**config.mk**
```make
export PLATFORM = sky130hd
export DESIGN_NAME = qvr_round
export DESIGN_NICKNAME = d
export VERILOG_FILES = /design/src/sv/qvr_pkg.sv /design/src/sv/qvr_round.sv
export SDC_FILE = /design/constraint.sdc
export NUM_CORES = 1
export LEC_CHECK = 0
export BUFFER_PORTS_ARGS = -buffer_cell sky130_fd_sc_hd__buf_4
export CAP_MARGIN = 30
export CORE_MARGIN = 1.5
export CORE_UTILIZATION = 49
export CTS_CLUSTER_DIAMETER = 80
export DETAILED_ROUTE_END_ITERATION = 8
export PLACE_DENSITY = 0.83
export SYNTH_ARGS = -nofsm -noshare
export SYNTH_HDL_FRONTEND = slang
export SYNTH_SLANG_ARGS = --single-unit
```
**constraint.sdc**
```tcl
create_clock -name clk -period 4.8 [get_ports clk]
set_input_delay 0.96 -clock clk [delete_from_list [all_inputs] [get_ports clk]]
set_output_delay 0.96 -clock clk [all_outputs]
set_load 0.05 [all_outputs]
```
**src/sv/qvr_pkg.sv**
```systemverilog
// Package for the quaternion vector rotation pipeline.
// Holds the field widths, the fixed-point constants and the stage payload types.
// No dependencies.
package qvr_pkg;

  // Field widths and fixed-point format.
  localparam int VEC_BITS       = 16;
  localparam int QUAT_FRAC_BITS = 14;
  localparam int QUAT_WIDTH     = 16;

  // Derived widths of the datapath.
  localparam int PROD_W  = 2 * QUAT_WIDTH;       // quaternion component product
  localparam int TERM_W  = PROD_W + 1;           // half matrix term, sum of two products
  localparam int MAC_W   = VEC_BITS + TERM_W;    // vector component times matrix term
  localparam int SUM_W   = MAC_W + 2;            // row sum of three products
  localparam int SHIFT   = 2 * QUAT_FRAC_BITS - 1;
  localparam int ROW_W   = SUM_W + 1;            // scaled row plus vector component
  localparam int IN_W    = 3 * VEC_BITS + 4 * QUAT_WIDTH;
  localparam int IN_BYTES_W  = ((IN_W + 7) / 8) * 8;
  localparam int OUT_W       = 3 * VEC_BITS;
  localparam int OUT_BYTES_W = ((OUT_W + 7) / 8) * 8;

  typedef logic [VEC_BITS-1:0]         vec_t;
  typedef logic [2:0][VEC_BITS-1:0]    vec3_t;
  typedef logic [QUAT_WIDTH-1:0]       quat_t;
  typedef logic [PROD_W-1:0]           prod_t;
  typedef logic [2:0][2:0][TERM_W-1:0] mat_t;
  typedef logic [2:0][2:0][MAC_W-1:0]  mac_t;
  typedef logic [2:0][SUM_W-1:0]       row_sum_t;

  // Input item as packed on the slave bus; vec_x sits in the lowest bits.
  typedef struct packed {
    quat_t quat_z;
    quat_t quat_y;
    quat_t quat_x;
    quat_t quat_w;
    vec_t  vec_z;
    vec_t  vec_y;
    vec_t  vec_x;
  } in_item_t;

  // Products of quaternion component pairs.
  typedef struct packed {
    prod_t xx;
    prod_t yy;
    prod_t zz;
    prod_t xy;
    prod_t xz;
    prod_t yz;
    prod_t wx;
    prod_t wy;
    prod_t wz;
  } quat_prod_t;

  typedef struct packed {
    vec3_t      vec;
    quat_prod_t prod;
  } prod_stage_t;

  typedef struct packed {
    vec3_t vec;
    mat_t  term;
  } mat_stage_t;

  typedef struct packed {
    vec3_t vec;
    mac_t  mac;
  } mac_stage_t;

  typedef struct packed {
    vec3_t    vec;
    row_sum_t sum;
  } sum_stage_t;

  typedef struct packed {
    vec3_t rot;
    logic  saturated;
  } out_item_t;

  // Sign-extends a component product to the width of a matrix term.
  function automatic logic [TERM_W-1:0] term_ext(input prod_t p);
    term_ext = {p[PROD_W-1], p};
  endfunction

  // Sign-extends a vector-times-term product to the row sum width.
  function automatic logic [SUM_W-1:0] sum_ext(input logic [MAC_W-1:0] m);
    sum_ext = {{(SUM_W-MAC_W){m[MAC_W-1]}}, m};
  endfunction

endpackage

```
**src/sv/qvr_round.sv**
```systemverilog
// Output stage: scales each row sum down, adds the identity part and
// saturates to the vector width. Depends on qvr_pkg.
module qvr_round (
  input  logic                 clk,
  input  logic                 rst,
  input  logic                 in_valid,
  output logic                 in_ready,
  input  qvr_pkg::sum_stage_t  in_data,
  output logic                 out_valid,
  input  logic                 out_ready,
  output qvr_pkg::out_item_t   out_data
);
  import qvr_pkg::*;

  localparam logic [ROW_W-1:0] ROW_MAX = {{(ROW_W-VEC_BITS+1){1'b0}}, {(VEC_BITS-1){1'b1}}};
  localparam logic [ROW_W-1:0] ROW_MIN = {{(ROW_W-VEC_BITS+1){1'b1}}, {(VEC_BITS-1){1'b0}}};

  logic [2:0][SUM_W-1:0] scaled;
  logic [2:0][ROW_W-1:0] row;
  logic [2:0]            clip;
  out_item_t             out_next;

  // Floor shift of the biased sum rounds to nearest, half toward plus infinity.
  always_comb begin
    for (int r = 0; r < 3; r++) begin
      scaled[r] = SUM_W'($signed(in_data.sum[r]) >>> SHIFT);
      row[r]    = {scaled[r][SUM_W-1], scaled[r]}
                + {{(ROW_W-VEC_BITS){in_data.vec[r][VEC_BITS-1]}}, in_data.vec[r]};
      if ($signed(row[r]) > $signed(ROW_MAX)) begin
        out_next.rot[r] = ROW_MAX[VEC_BITS-1:0];
        clip[r] = 1'b1;
      end else if ($signed(row[r]) < $signed(ROW_MIN)) begin
        out_next.rot[r] = ROW_MIN[VEC_BITS-1:0];
        clip[r] = 1'b1;
      end else begin
        out_next.rot[r] = row[r][VEC_BITS-1:0];
        clip[r] = 1'b0;
      end
    end
    out_next.saturated = |clip;
  end

  assign in_ready = !out_valid || out_ready;

  // Output register.
  always_ff @(posedge clk) begin
    if (rst) begin
      out_valid <= 1'b0;
    end else if (in_ready) begin
      out_valid <= in_valid;
    end
    if (in_ready && in_valid) begin
      out_data <= out_next;
    end
  end

endmodule

```
# ---- Yosys cells after proc, flatten, opt, wreduce, memory -nomap -nowiden
# Cells that the tools add are included.
dict set report classes {
  addsub 3
  magnitude_cmp 6
  muxes 9
  n_reduce_logical 4
}
# op n
set op_table {}
lappend op_table {{adder 24 x 16 -> 25 bit} 3}
lappend op_table {{greater-than comparator 25 x 16 -> 1 bit (second input constant)} 3}
lappend op_table {{< comparator 25 x 16 -> 1 bit (second input constant)} 3}
lappend op_table {{two-way mux 16 bit} 3}
lappend op_table {{two-way mux 1 bit} 6}
lappend op_table {{OR reduction 3 bit} 1}
lappend op_table {{logical AND 1 bit} 1}
lappend op_table {{zero test 1 bit} 1}
lappend op_table {{logical OR 1 bit} 1}
dict set report word_totals {
  reg_bits 50
  inputBits 205
  out_inout_bits 51
}

# ---- Depth between registers and ports, before layout
dict set report depth {
  depth_word 5
  ltp_mapped 13
  depth_no_buf 12
}

# ---- Worst setup path after synthesis
# No wires, ideal clock.
dict set report synth_path {
  path_kind {input-to-reg}
  startpoint {input port in_data[78] (netlist name)}
  endpoint {register out_data[17] (netlist name), data pin}
  setup_time_ns 0.254
  arrival_time_ns 3.850
  required_time_ns 4.546
  slack_ns 0.697
  stages 13
  path_buffers 1
  path_cell_list {ha_1 > fa_1 > a211oi_2 > o21bai_1 > o22a_1 > a311oi_4 > o21bai_2 > a21oi_2 > o221ai_2 > xor2_1 > o41a_1 > buf_6 > a21o_1}
}
dict set report synth_between {
  elab_chain_len 3
  elab_cells_between_ends 4
  cone_classes {add/sub: 1; order compare: 2; mux: 1}
}
# element line
set synth_lines {}
lappend synth_lines {{start, declared} qvr_round.sv:8} ;# input qvr_pkg::sum_stage_t in_data,
lappend synth_lines {{adder 24 x 16 -> 25 bit *} qvr_round.sv:28} ;# + {{(ROW_W-VEC_BITS){in_data.vec[r][VEC_BITS-1]}}, in_data.vec[r]};
lappend synth_lines {{< comparator 25 x 16 -> 1 bit} qvr_round.sv:32} ;# end else if ($signed(row[r]) < $signed(ROW_MIN)) begin
lappend synth_lines {{two-way mux 16 bit} qvr_round.sv:32}
lappend synth_lines {{end signal, assigned} qvr_round.sv:53} ;# out_data <= out_next;
lappend synth_lines {{end, declared} qvr_round.sv:11} ;# output qvr_pkg::out_item_t out_data
# Every way passes the cells marked *; elsewhere a longest branch is shown, timed or not.
# A chain may end at the register's enable or synchronous reset.

# ---- Worst setup path after layout
dict set report layout_path {
  startpoint {input port in_data[129] (netlist name)}
  endpoint {register out_data[35] (netlist name), data pin}
}
# The elaborated chain is that of the path after synthesis.

==> metrics list <==
* Result of the run: complete, no violations
- Synth Area per Inst: 8.82 um^2
* EDFF count, synth: 49
* Final nets: 1,095
- Setup violations remaining at the end of the flow were counted as 0.
- Startpoint type of the worst setup path: input pin
- Number of distinct standard cells referenced by the synthesized netlist: 68
- Num rows: 39
- Walking the worst path, the cells encountered are buf_4, ha_1, fa_1, a211oi_1, o21ai_1, o21a_1, a311oi_2, o22ai_1, xor2_1, or3_1, or3_1, nand2b_1, o21ai_0.
- Entering global routing, the biggest net connects 37 pins.
- For this design the static power due to leakage is 3.25 nW.
- Most common library cell in the layout ignoring fill and taps: buf_4
- In the global route stage, overall resource usage came out at 0.241.
* Most frequent cells in the layout: buf_4 (177), ha_1 (72), a21oi_1 (67)
- The clock passes through at most 2 buffers.
- The number of antenna violations at the first check in global routing came to 0.
- Total global routing overflow: 0
* Primary flip-flop cell chosen by synthesis mapping: edfxtp_1
* Peak ir drop on the vdd network: 0.179 mV
* Critical path capture point type: flop
* Area of the multi-input gates: 4060 um^2
- Mapped cell area: 5720 um^2
* Total power after layout: 1.91 mW
- CTS placed an instance of clkbuf_16 at the clock tree root.
- Once the clock tree was built, the resizer swapped 0 gates to a different size.
* Required @ worst endpoint: 4800 ps
- The detailed router finished its first iteration with 266 violations.
* Min cycle time layout: 4470 ps
- Setup repair after global routing missed its margin: false
- Of the cells placed in the final design, the portion with a size suffix greater than 1 is 0.249.
- The floorplan step set the die height to 111 um.
- Of the post-synthesis cell area, the dominant cell type holds 0.257.
* Drc violations: 0
- The tightest min-delay check is of the flop to flop type.
- Die extent in x: 111 um
* Critical path data arrival time: 4480 ps
- The number of global-route vias before repair came to 5,452.
- The largest individual stage delay along the critical path comes from the cell or3_1.
* Relative max-transition margin: 0.404
- Cell count after synthesis: 648
- Weighted congestion at the end of routability-driven global placement: 0.942
* Combined flip-flop and latch cell area: 1490 um^2
- CTS clock-pin slew for the worst setup and hold paths: 70 ps
- Max-cap violations in this run came to 0.
- Setup repair bufs after CTS: 0
- Placed wire-length estimate: 12,500 um
- For the worst-skew pair, the clock arrives at the later sink with an insertion delay of 280 ps.
- Yosys printed 0 warnings.
- Final Skew: 5.82 ps
- TritonCTS built the clock tree.
- Largest area contributor in the netlist: edfxtp_1
- Routed vias: 5,777
* Detailed Route WL: 15,300 um
- Detailed-route vias per instance: 6.02
- Sequential element share of the synthesized area: 0.261
- The floorplan step defined a die boundary enclosing 12,300 um^2.
- Routed length per placed instance: 16.0 um
* Core region area: 11,400 um^2
- Number of fill cells in the layout: 992
- Crit-path max FO: 14
- Dominant delay contributor by cell family on the critical path: compound AO/OA/AOI/OAI gates
- Signed area change from the synthesized netlist to the final layout: 27.5%
* Buffers & Inverters on Critical Path: 1
- Post-cts hold buffer count: 0
* Wire length of the first global-routing pass: 25,000 um
* TritonCTS buffer count: 5
- 256 I/O pins were placed.
- The final number of hold-violating endpoints came to 0.
- Period utilisation layout: 0.932
- Input and output buffers added on the ports amount to 174.
* Total of flip-flops plus latches after synthesis: 50
- Top area cells in the synthesized netlist: edfxtp_1 (26%), ha_1 (16%), a21o_1 (6.6%), a21oi_1 (5.9%), xnor2_1 (5.2%)
- CP Class: input pin to flop
* Final total negative setup slack: 0 ps
* Number of sinks driven by the clock tree: 50
- Maximum clock frequency: 224 MHz
- Worst-Margin Slew: 895 ps
- On the worst path, the slowest cell contributes a delay of 440 ps.
* Number of diodes: 0
- The cell that appears most often on the critical path is or3_1.
* Total power per unit cell area: 263 nW/um^2
- Fraction of synthesis flops using an asynchronous set or reset pin: 0
* Syn nets: 928
- In this run the number of H-tree levels came out at 2.
- For this configuration, the core starts out at a cell density of 0.501.
- Final antenna-violating net count: 0
- Number of iterations in the first detailed-routing pass: 5
* Fin. max-slew vios: 0
-- cells in the mapped netlist (all sizes together) (6+ instances only) --
library cell and count:
nor4 7, o211ai 12, a21oi 69, ha 72, nand2b 6, and2 7, and3 8, clkbuf 10
edfxtp 49, o21ai 50, nand2 50, a31oi 8, xnor2 34, nand3 18, a21o 50, nand4 12
nor2 39, inv 20, o21a 10, buf 7, nor3 9, a211oi 9, o21bai 6, xor2 26
-- worst min-delay path, stage by stage (launching register included) --
cell      delay, ps
dfxtp_1         310
nand2b_1        100
a21oi_1          70
-- per-layer routing --
layer	vias up	wire length (um)	track usage
met4	0	233	0.0615
met5	-	0	0
met3	24	1010	0.0394
li1	2822	-	-
met2	263	7490	0.423
met1	2668	6610	0.307
-- report_power, final --
group          switching [mW]  internal, mW
Sequential             0.0187         0.547
Clock                   0.164         0.196
Combinational           0.595         0.394
-- logic make-up (layout without fill, tap and decap cells) --
logic type,after synthesis,after routing,synth area share
AOI/OAI and AO/OA,254,254,0.302
adders and majority gates,75,75,0.168
muxes,4,4,0.00701
and+or+nand+nor,168,168,0.142
xor gates and xnor gates,60,60,0.0919
buffers and inverters,37,205,0.0285
DFF,50,50,0.261
-- flip-flops by register name, summed over array words and instances, names as in the netlist --
name       cells
out_data      49
out_valid      1
-- final cells by class --
| class | count | share of cell area |
|---|---|---|
| timing repair buffer | 177 | 0.182 |
| tap | 143 | 0.0246 |
| sequential | 50 | 0.205 |
| multi-input combinational | 561 | 0.558 |
| clock inverter | 3 | 0.00343 |
| clock buffer | 5 | 0.0172 |
| inverter | 20 | 0.0103 |
-- metrics by stage --
| stage | instances | setup WS [ps] | util | hold WS [ps] | area, um^2 |
|---|---|---|---|---|---|
| floorplan | 648 | 697 | - | 1030 | 5720 |
| global placement | 951 | 166 | 0.625 | 504 | 7140 |
| detailed placement | 951 | 124 | 0.625 | 511 | 7140 |
| CTS | 959 | 406 | 0.638 | 521 | 7290 |
| global route | 959 | 154 | 0.638 | 563 | 7290 |
| finish | 959 | 326 | 0.638 | 521 | 7290 |
-- path summary, 6_finish.rpt --
| kind | start | to | slack [ps] | cells past startpoint |
|---|---|---|---|---|
| max | in_data[129] | out_data[35]$_SDFFCE_PN1P_ | 330 | 13 |
| min reg2reg | out_valid$_SDFFE_PP0N_ | out_valid$_SDFFE_PP0N_ | 520 | 2 |
| min | out_valid$_SDFFE_PP0N_ | out_valid$_SDFFE_PP0N_ | 520 | 2 |
| max reg2reg | out_valid$_SDFFE_PP0N_ | out_data[30]$_SDFFCE_PN1P_ | 2960 | 3 |
Note: power is estimated with default switching activity, not from simulation.
